**src/hw/rtl/lrast_pkg.sv**
```systemverilog
package lrast_pkg;

  localparam logic [1:0] MODE_ASSIGN = 2'd0;
  localparam logic [1:0] MODE_ADD    = 2'd1;
  localparam logic [1:0] MODE_QUERY  = 2'd2;

  typedef enum logic [3:0] {
    OP_NONE,
    OP_CLR,
    OP_LOAD,
    OP_PF_INIT,
    OP_RD,
    OP_ACC,
    OP_MUL_LO,
    OP_MUL_HI,
    OP_PF_FIN,
    OP_DELTA,
    OP_UP_INIT,
    OP_WR
  } op_t;

  typedef struct packed {
    op_t  op;
    logic second;
    logic upd;
  } cmd_t;

  typedef struct packed {
    logic       skip;
    logic [1:0] mode;
    logic       clr_last;
    logic       pf_end;
    logic       up_end;
  } stat_t;

endpackage

```
**src/hw/rtl/lrast_ctrl.sv**
```systemverilog
module lrast_ctrl import lrast_pkg::*; (
  input  logic  clk,
  input  logic  rst,
  input  logic  start,
  input  stat_t stat,
  output cmd_t  cmd,
  output logic  busy,
  output logic  done
);

  typedef enum logic [15:0] {
    ST_CLEAR   = 16'b0000000000000001,
    ST_IDLE    = 16'b0000000000000010,
    ST_CHECK   = 16'b0000000000000100,
    ST_PF_INIT = 16'b0000000000001000,
    ST_PF_TEST = 16'b0000000000010000,
    ST_PF_ACC  = 16'b0000000000100000,
    ST_PF_M1   = 16'b0000000001000000,
    ST_PF_M2   = 16'b0000000010000000,
    ST_PF_FIN  = 16'b0000000100000000,
    ST_DELTA   = 16'b0000001000000000,
    ST_UP_M1   = 16'b0000010000000000,
    ST_UP_M2   = 16'b0000100000000000,
    ST_UP_INIT = 16'b0001000000000000,
    ST_UP_TEST = 16'b0010000000000000,
    ST_UP_WR   = 16'b0100000000000000,
    ST_DONE    = 16'b1000000000000000
  } state_t;

  state_t state, state_next;
  logic   sec, sec_next;

  always_ff @(posedge clk) begin
    if (rst) begin
      state <= ST_CLEAR;
      sec   <= 1'b0;
    end else begin
      state <= state_next;
      sec   <= sec_next;
    end
  end

  always_comb begin
    state_next = state;
    sec_next   = sec;
    cmd.op     = OP_NONE;
    cmd.second = sec;
    cmd.upd    = 1'b0;
    unique case (state)
      ST_CLEAR: begin
        cmd.op = OP_CLR;
        if (stat.clr_last) state_next = ST_IDLE;
      end
      ST_IDLE: begin
        if (start) begin
          cmd.op     = OP_LOAD;
          state_next = ST_CHECK;
        end
      end
      ST_CHECK: begin
        sec_next = 1'b0;
        if (stat.skip) begin
          state_next = (stat.mode == MODE_QUERY) ? ST_DONE : ST_IDLE;
        end else if (stat.mode == MODE_ADD) begin
          state_next = ST_UP_M1;
        end else begin
          state_next = ST_PF_INIT;
        end
      end
      ST_PF_INIT: begin
        cmd.op     = OP_PF_INIT;
        state_next = ST_PF_TEST;
      end
      ST_PF_TEST: begin
        if (stat.pf_end) begin
          state_next = ST_PF_M1;
        end else begin
          cmd.op     = OP_RD;
          state_next = ST_PF_ACC;
        end
      end
      ST_PF_ACC: begin
        cmd.op     = OP_ACC;
        state_next = ST_PF_TEST;
      end
      ST_PF_M1: begin
        cmd.op     = OP_MUL_LO;
        state_next = ST_PF_M2;
      end
      ST_PF_M2: begin
        cmd.op     = OP_MUL_HI;
        state_next = ST_PF_FIN;
      end
      ST_PF_FIN: begin
        cmd.op = OP_PF_FIN;
        if (!sec) begin
          sec_next   = 1'b1;
          state_next = ST_PF_INIT;
        end else begin
          sec_next   = 1'b0;
          state_next = (stat.mode == MODE_QUERY) ? ST_DONE : ST_DELTA;
        end
      end
      ST_DELTA: begin
        cmd.op     = OP_DELTA;
        state_next = ST_UP_M1;
      end
      ST_UP_M1: begin
        cmd.op     = OP_MUL_LO;
        cmd.upd    = 1'b1;
        state_next = ST_UP_M2;
      end
      ST_UP_M2: begin
        cmd.op     = OP_MUL_HI;
        cmd.upd    = 1'b1;
        state_next = ST_UP_INIT;
      end
      ST_UP_INIT: begin
        cmd.op     = OP_UP_INIT;
        state_next = ST_UP_TEST;
      end
      ST_UP_TEST: begin
        if (stat.up_end) begin
          if (!sec) begin
            sec_next   = 1'b1;
            state_next = ST_UP_M1;
          end else begin
            sec_next   = 1'b0;
            state_next = ST_IDLE;
          end
        end else begin
          cmd.op     = OP_RD;
          state_next = ST_UP_WR;
        end
      end
      ST_UP_WR: begin
        cmd.op     = OP_WR;
        state_next = ST_UP_TEST;
      end
      ST_DONE: begin
        state_next = ST_IDLE;
      end
      default: begin
        state_next = ST_IDLE;
      end
    endcase
  end

  assign busy = state != ST_IDLE;
  assign done = state == ST_DONE;

endmodule
```
**config.mk**
```make
export PLATFORM = sky130hd
export DESIGN_NAME = lrast_ctrl
export DESIGN_NICKNAME = d
export VERILOG_FILES = /design/src/hw/rtl/lrast_pkg.sv /design/src/hw/rtl/lrast_ctrl.sv
export SDC_FILE = /design/constraint.sdc
export NUM_CORES = 1
export LEC_CHECK = 0
export ABC_AREA = 0
export BUFFER_PORTS_ARGS = -buffer_cell sky130_fd_sc_hd__buf_2
export CAP_MARGIN = 25
export CELL_PAD_IN_SITES_DETAIL_PLACEMENT = 1
export CELL_PAD_IN_SITES_GLOBAL_PLACEMENT = 2
export CORE_MARGIN = 2
export CORE_UTILIZATION = 25
export CTS_CLUSTER_SIZE = 16
export DETAILED_ROUTE_END_ITERATION = 12
export PLACE_DENSITY_LB_ADDON = 0.08
export SYNTH_ARGS = -nofsm -noshare
export SYNTH_HDL_FRONTEND = slang
export SYNTH_SLANG_ARGS = --single-unit
```
**constraint.sdc**
```tcl
create_clock -name clk -period 2.6 [get_ports clk]
set_clock_uncertainty 0.15 [all_clocks]
set_input_delay 0.52 -clock clk [delete_from_list [all_inputs] [get_ports clk]]
set_output_delay 0.52 -clock clk [all_outputs]
set_load 0.05 [all_outputs]
```
==> results.sh, run 1 <==
export IMPL_cp_arrival_ps=1820
export IMPL_rrSetupSlack_ps=390
export IMPL_finalPower_w=0.000554
export IMPL_met3_length_um=82
export IMPL_leakagePower_nw=0.552
export IMPL_grt_pass1_vias=1088
export IMPL_h_tree_depth=1
export IMPL_hp_class="input port to flip-flop"
export IMPL_cts_reportedPaths_clkPinSlew_ps=70
export IMPL_rr_endpoint="state[3]$_SDFFE_PP0P_"
export IMPL_place_inst=195
export IMPL_synth_seq_cells=17
export IMPL_seq_area_um2=340
export IMPL_wl_met2_um=1460
export IMPL_synth_area_leader_cell="dfxtp_1"
export IMPL_hold_viol=0
export IMPL_yosysSeqAreaShare_pct=31.4
export IMPL_place_congestion=0.867
export IMPL_std_cell_rows=23
export IMPL_layout_drive_gt1_share_pct=28.0
export IMPL_post_dp_cell_area_um2=1260
export IMPL_instances_no_fill=200
export IMPL_io_buffers=16
export IMPL_avgSynthCellArea_um2=8.41
export IMPL_drt_iter0_drc=41
export IMPL_antenna_found_initial=0
export IMPL_max_clock_path_buffers=2
export IMPL_setup_violations=0
export IMPL_clock_latency_ps=250
export IMPL_routedWlPerCell_um=15.3
export IMPL_fp_coreArea_um2=4090
export IMPL_overflow=0
export IMPL_final_util_pct=32.7
export IMPL_async_reset_ff_share_pct=0
export IMPL_first_pass_iters=4
export IMPL_cts_tree="done"
export IMPL_synth_edf_count=0
export IMPL_end_kind="output port"
export IMPL_vias=1044
export IMPL_initial_utilization_pct=26.5
export IMPL_worstSetupEndpoint="cmd[4]"
export IMPL_highest_layer="met4"
export IMPL_ys_flop_type="dfxtp_1"
export IMPL_synth_fp_nets=138
export IMPL_max_slew_margin_pct=76.4
export IMPL_synth_area_um2=1080
export IMPL_cts_sinks=17
export IMPL_ios=17
export IMPL_place_ws_ps=247
export IMPL_required_ps=1930
export IMPL_grt_usage_pct=13.3
export IMPL_viasPerCell=5.22
export IMPL_slew_viol_final=0
export IMPL_met1Wirelength_um=1490
export IMPL_hold_buffers=0
export IMPL_final_area_um2=1340
export IMPL_min_period_ps=2490
export IMPL_hold_depth=2
export IMPL_finalNetCount=160
export IMPL_tightest_slew_ps=353
export IMPL_layout_setup_ws_ps=105
export IMPL_maxCapViolCount=0
export IMPL_synth_top_cell_area_share_pct=31.4
export IMPL_grt_pass1_wl_um=5310
export IMPL_grt_max_degree=11
export IMPL_startpoint="state[0]$_SDFFE_PP1P_"
export IMPL_clock_fmax_mhz=401
export IMPL_power_density_nw_per_um2=415
export IMPL_die_y_um=69.9
export IMPL_r2r_start="state[6]$_SDFFE_PP0P_"
export IMPL_status="complete, no violations"
export IMPL_n_antenna_cell=0
export IMPL_fillCellCount=497
export IMPL_synth_cell_types=48
export IMPL_drt_total_wl_um=3060
export IMPL_yosys_top_cells_area="dfxtp_1, nor2_1, nor3b_1"
export IMPL_yosys_warnings=0
export IMPL_setup_worst_path_start_class="flip-flop"
export IMPL_die_x_um=69.9
export IMPL_multiInputGateArea_um2=734
export IMPL_hpwlAfterDp_um=2490
export IMPL_netlist_instances=129
export IMPL_post_route_drc_count=0
export IMPL_crit_fanout=9
export IMPL_reg2reg_depth=6
export IMPL_peakVddDrop_uv=172
export IMPL_ant_nets=0
export IMPL_critical_path_class="flip-flop to output port"
export IMPL_fin_crit_sh_pct=96.0
export IMPL_area_delta_synth_final_pct=23.1
export IMPL_root_buffer="clkbuf_8"
export IMPL_cts_buffers=3
export IMPL_dieArea_um2=4880
cell type report:
class | count | share of cell area [%]
sequential | 17 | 25.5
multi-input combinational | 102 | 55.0
inverter | 5 | 1.41
tap | 50 | 4.69
clock buffer | 3 | 3.09
clock inverter | 1 | 0.375
timing repair buffer | 22 | 9.93
metal layers:
| metal | global-route usage, % | up-vias |
|---|---|---|
| met3 | 2.16 | 4 |
| met2 | 21.8 | 14 |
| li1 | - | 522 |
| met5 | 0 | - |
| met1 | 18.3 | 504 |
| met4 | 3.21 | 0 |
worst min path at each step:
stage                          start                    end
CTS                          stat[1]  state[5]$_SDFFE_PP0P_
global placement    sec$_SDFFE_PP0P_       sec$_SDFFE_PP0P_
floorplan           sec$_SDFFE_PP0P_       sec$_SDFFE_PP0P_
detailed placement  sec$_SDFFE_PP0P_       sec$_SDFFE_PP0P_
finish                       stat[1]  state[5]$_SDFFE_PP0P_
global route                 stat[1]  state[5]$_SDFFE_PP0P_
power by group:
part / switching [W] / internal (W)
Clock: 0.0000980 / 0.000106
Sequential: 0.00000808 / 0.000264
Combinational: 0.0000456 / 0.0000320
Total: 0.000152 / 0.000402
registers in the layout, summed over array words and instances (netlist names):
signal / cells
state: 16
sec: 1
placed cells by master (no fill, tap or decap), types with 4 or more instances in the layout:
cell / synthesis / layout
buf_2: 1 / 13
buf_4: 1 / 8
dfxtp_1: 17 / 17
inv_1: 5 / 5
nand2_1: 6 / 6
nand2b_1: 4 / 4
nand3_1: 4 / 4
nand4_1: 5 / 5
nor2_1: 16 / 16
nor2b_1: 5 / 5
nor3b_1: 6 / 6
nor4_1: 4 / 4
o21ai_0: 4 / 4
xor2_1: 4 / 4
logic make-up (layout without fill, tap and decap cells):
family	Yosys count	count (layout)	synth area share (%)
AND/OR/NAND/NOR	75	75	45.8
AO/OA/AOI/OAI	21	21	14.1
flip-flops	17	17	31.4
buffers and inverters	10	31	3.92
XOR/XNOR	6	6	4.84
per-stage QoR:
| step | TNS (ps) | hold slack [ps] |
|---|---|---|
| after floorplan | 0 | 348 |
| after global placement | 0 | 384 |
| after detailed placement | 0 | 384 |
| after CTS | 0 | 297 |
| after global routing | -2.45 | 316 |
| final | 0 | 296 |
synth_stat cells, types with 4 or more instances:
cell type,count
nand3_1,4
o21ai_0,4
nor3b_1,6
nand4_1,5
nor4_1,4
nor2b_1,5
nand2b_1,4
nor2_1,16
dfxtp_1,17
inv_1,5
nand2_1,6
xor2_1,4
critical path: stages, from the launching register on:
cell and delay [ps]:
dfxtp_1 400, or4_1 640, o311ai_2 290, buf_4 240
timing repair:
item                                   4_1_cts  5_1_grt
pin swaps                                    0        2
resized for setup                            1        7
buffers inserted                             0        1
setup endpoints to repair                    1        5
endpoints found under the hold margin        0        0
Note: power is estimated with default switching activity, not from simulation.
==> run 2: changes to the inputs <==
Settings changed: CORE_UTILIZATION 25 to 33.
==> run 2 against run 1 <==
  * Flip-flop and latch count stayed put
  * Sequential power about the same
  * Routed wire length increased by 1.3%
  * Register-to-register slack gained 20 ps
  * Via count grew 2.6%
  * Die area shrank 23%
  * Final cell count fell by 2.5%
  * First-iteration DRC count fell by 49%
  * Sequential share of layout area increased by 0.22 points
  * Cell area rose by 1.3%
  * Non-clock buffer count up 1
==> results.sh, run 2 (synthesis results as in run 1) <==
export IMPL_critical_path_class="flip-flop to output port"
export IMPL_place_congestion=0.783
export IMPL_met1Wirelength_um=1450
export IMPL_layout_commonest_cell="nor2_1"
export IMPL_finalPower_w=0.000504
export IMPL_cp_arrival_ps=1850
export IMPL_power_density_nw_per_um2=373
export IMPL_vias=1071
export IMPL_hp_class="input port to flip-flop"
export IMPL_post_route_drc_count=0
export IMPL_setup_violations=0
export IMPL_place_inst=187
export IMPL_rrSetupSlack_ps=410
export IMPL_leakagePower_nw=0.554
export IMPL_cp_slowest_stage_delay_ps=380
export IMPL_slew_viol_final=0
export IMPL_post_dp_cell_area_um2=1230
export IMPL_overflow=0
export IMPL_seq_area_um2=348
export IMPL_ant_nets=0
export IMPL_root_buffer="clkbuf_4"
export IMPL_layout_drive_gt1_share_pct=32.5
export IMPL_cts_sinks=17
export IMPL_timing_hold_ws_ps=255
export IMPL_ios=17
export IMPL_final_area_um2=1350
export IMPL_largestRegisters="state (16), sec (1)"
export IMPL_die_y_um=61.3
export IMPL_instances_no_fill=195
export IMPL_maxCapViolCount=0
export IMPL_crit_buf_inv=2
export IMPL_hold_viol=0
export IMPL_crit_fanout=6
export IMPL_n_antenna_cell=0
export IMPL_multiInputGateArea_um2=747
export IMPL_die_x_um=61.3
export IMPL_grt_usage_pct=17.7
export IMPL_peakVddDrop_uv=167
export IMPL_r2r_start="state[7]$_SDFFE_PP0P_"
export IMPL_drt_total_wl_um=3100
export IMPL_fp_coreArea_um2=3080
export IMPL_min_period_ps=2520
export IMPL_worstSetupEndpoint="cmd[3]"
export IMPL_place_ws_ps=244
export IMPL_antenna_found_initial=0
export IMPL_grt_pass1_wl_um=4890
export IMPL_required_ps=1930
export IMPL_hold_buffers=0
export IMPL_slowest_stage="dfxtp_2"
export IMPL_viasPerCell=5.49
export IMPL_area_delta_synth_final_pct=24.7
export IMPL_crit_chain="nor4_4, buf_4, nand4_1, a21o_1, nand3_1, buf_6"
export IMPL_clock_latency_ps=290
export IMPL_reg2reg_depth=6
export IMPL_rr_endpoint="state[3]$_SDFFE_PP0P_"
export IMPL_grt_max_degree=11
export IMPL_h_tree_depth=1
export IMPL_dieArea_um2=3760
export IMPL_finalNetCount=161
export IMPL_startpoint="state[14]$_SDFFE_PP0P_"
export IMPL_layout_setup_ws_ps=84.0
export IMPL_status="complete, no violations"
export IMPL_fillCellCount=386
export IMPL_first_pass_iters=4
export IMPL_wl_met2_um=1570
export IMPL_tightest_slew_ps=319
export IMPL_max_clock_path_buffers=2
export IMPL_max_slew_margin_pct=78.7
export IMPL_io_buffers=16
export IMPL_routedWlPerCell_um=15.9
export IMPL_drt_iter0_drc=21
export IMPL_cts_tree="done"
export IMPL_fin_crit_sh_pct=96.8
export IMPL_hpwlAfterDp_um=2280
export IMPL_met3_length_um=75
export IMPL_grt_pass1_vias=991
export IMPL_std_cell_rows=20
export IMPL_end_kind="output port"
export IMPL_clock_fmax_mhz=397
export IMPL_path_depth=6
export IMPL_highest_layer="met4"
export IMPL_crit_family="simple AND/OR/NAND/NOR gates"
export IMPL_mostFrequentLayoutCells="nor2_1, buf_2, dfxtp_1"
export IMPL_cts_buffers=3
export IMPL_setup_worst_path_start_class="flip-flop"
export IMPL_largest_register="state"
export IMPL_cts_reportedPaths_clkPinSlew_ps=110
export IMPL_initial_utilization_pct=35.2
export IMPL_largest_reg_flops=16
[run 2: cell count changes in the layout (fill, tap and decap cells not counted), moves of 2 or more]
cell / delta
buf_6: +4
clkbuf_4: +2
clkbuf_8: -3
dfxtp_1: -6
dfxtp_2: +6
[run 2: cell type report]
cell class	count	share of cell area (%)
Sequential cell	17	25.7
Tap cell	44	4.07
Inverter	5	1.39
Clock buffer	4	1.94
Timing Repair Buffer	23	11.7
Multi-Input combinational cell	102	55.2
[run 2: worst reg2reg max path, delay by kind of cell (launching register included)]
kind / cells / cell delay (ps)
AOI/OAI and AO/OA: 1 / 220
DFF: 1 / 390
buffers and inverters: 1 / 190
and+or+nand+nor: 4 / 1190
[run 2: repair_timing]
action,4_1_cts,5_1_grt
setup endpoints to repair,3,5
gates resized for setup,5,15
pin swaps,1,0
setup buffers,2,2
[run 2: per-stage QoR]
step / setup TNS [ps] / utilization [%]
2_1_floorplan: 0 / -
3_3_place_gp: 0 / 40.1
3_5_place_dp: 0 / 40.1
4_1_cts: 0 / 41.8
5_1_grt: -18.8 / 43.9
6_report: 0 / 43.9
[run 2: how the worst min path moves through the flow]
stage,from,end,slack [ps],depth (start not counted)
floorplan,sec$_SDFFE_PP0P_,sec$_SDFFE_PP0P_,350,2
global placement,sec$_SDFFE_PP0P_,sec$_SDFFE_PP0P_,370,2
detailed placement,sec$_SDFFE_PP0P_,sec$_SDFFE_PP0P_,380,2
CTS,stat[1],state[5]$_SDFFE_PP0P_,240,2
global route,stat[1],state[5]$_SDFFE_PP0P_,240,2
finish,stat[1],state[5]$_SDFFE_PP0P_,260,2
[run 2: metal layers]
layer	vias up	GRT usage (%)
met5	-	0
li1	526	-
met1	527	25.0
met2	16	28.7
met3	2	2.52
met4	0	3.65
[run 2: where the power goes]
part           total (W)  leakage [nW]  internal, W  switching, W
clock network   0.000149        0.0150    0.0000596     0.0000889
registers       0.000272         0.141     0.000264    0.00000802
logic          0.0000842         0.398    0.0000371     0.0000472
total           0.000504         0.554     0.000360      0.000144
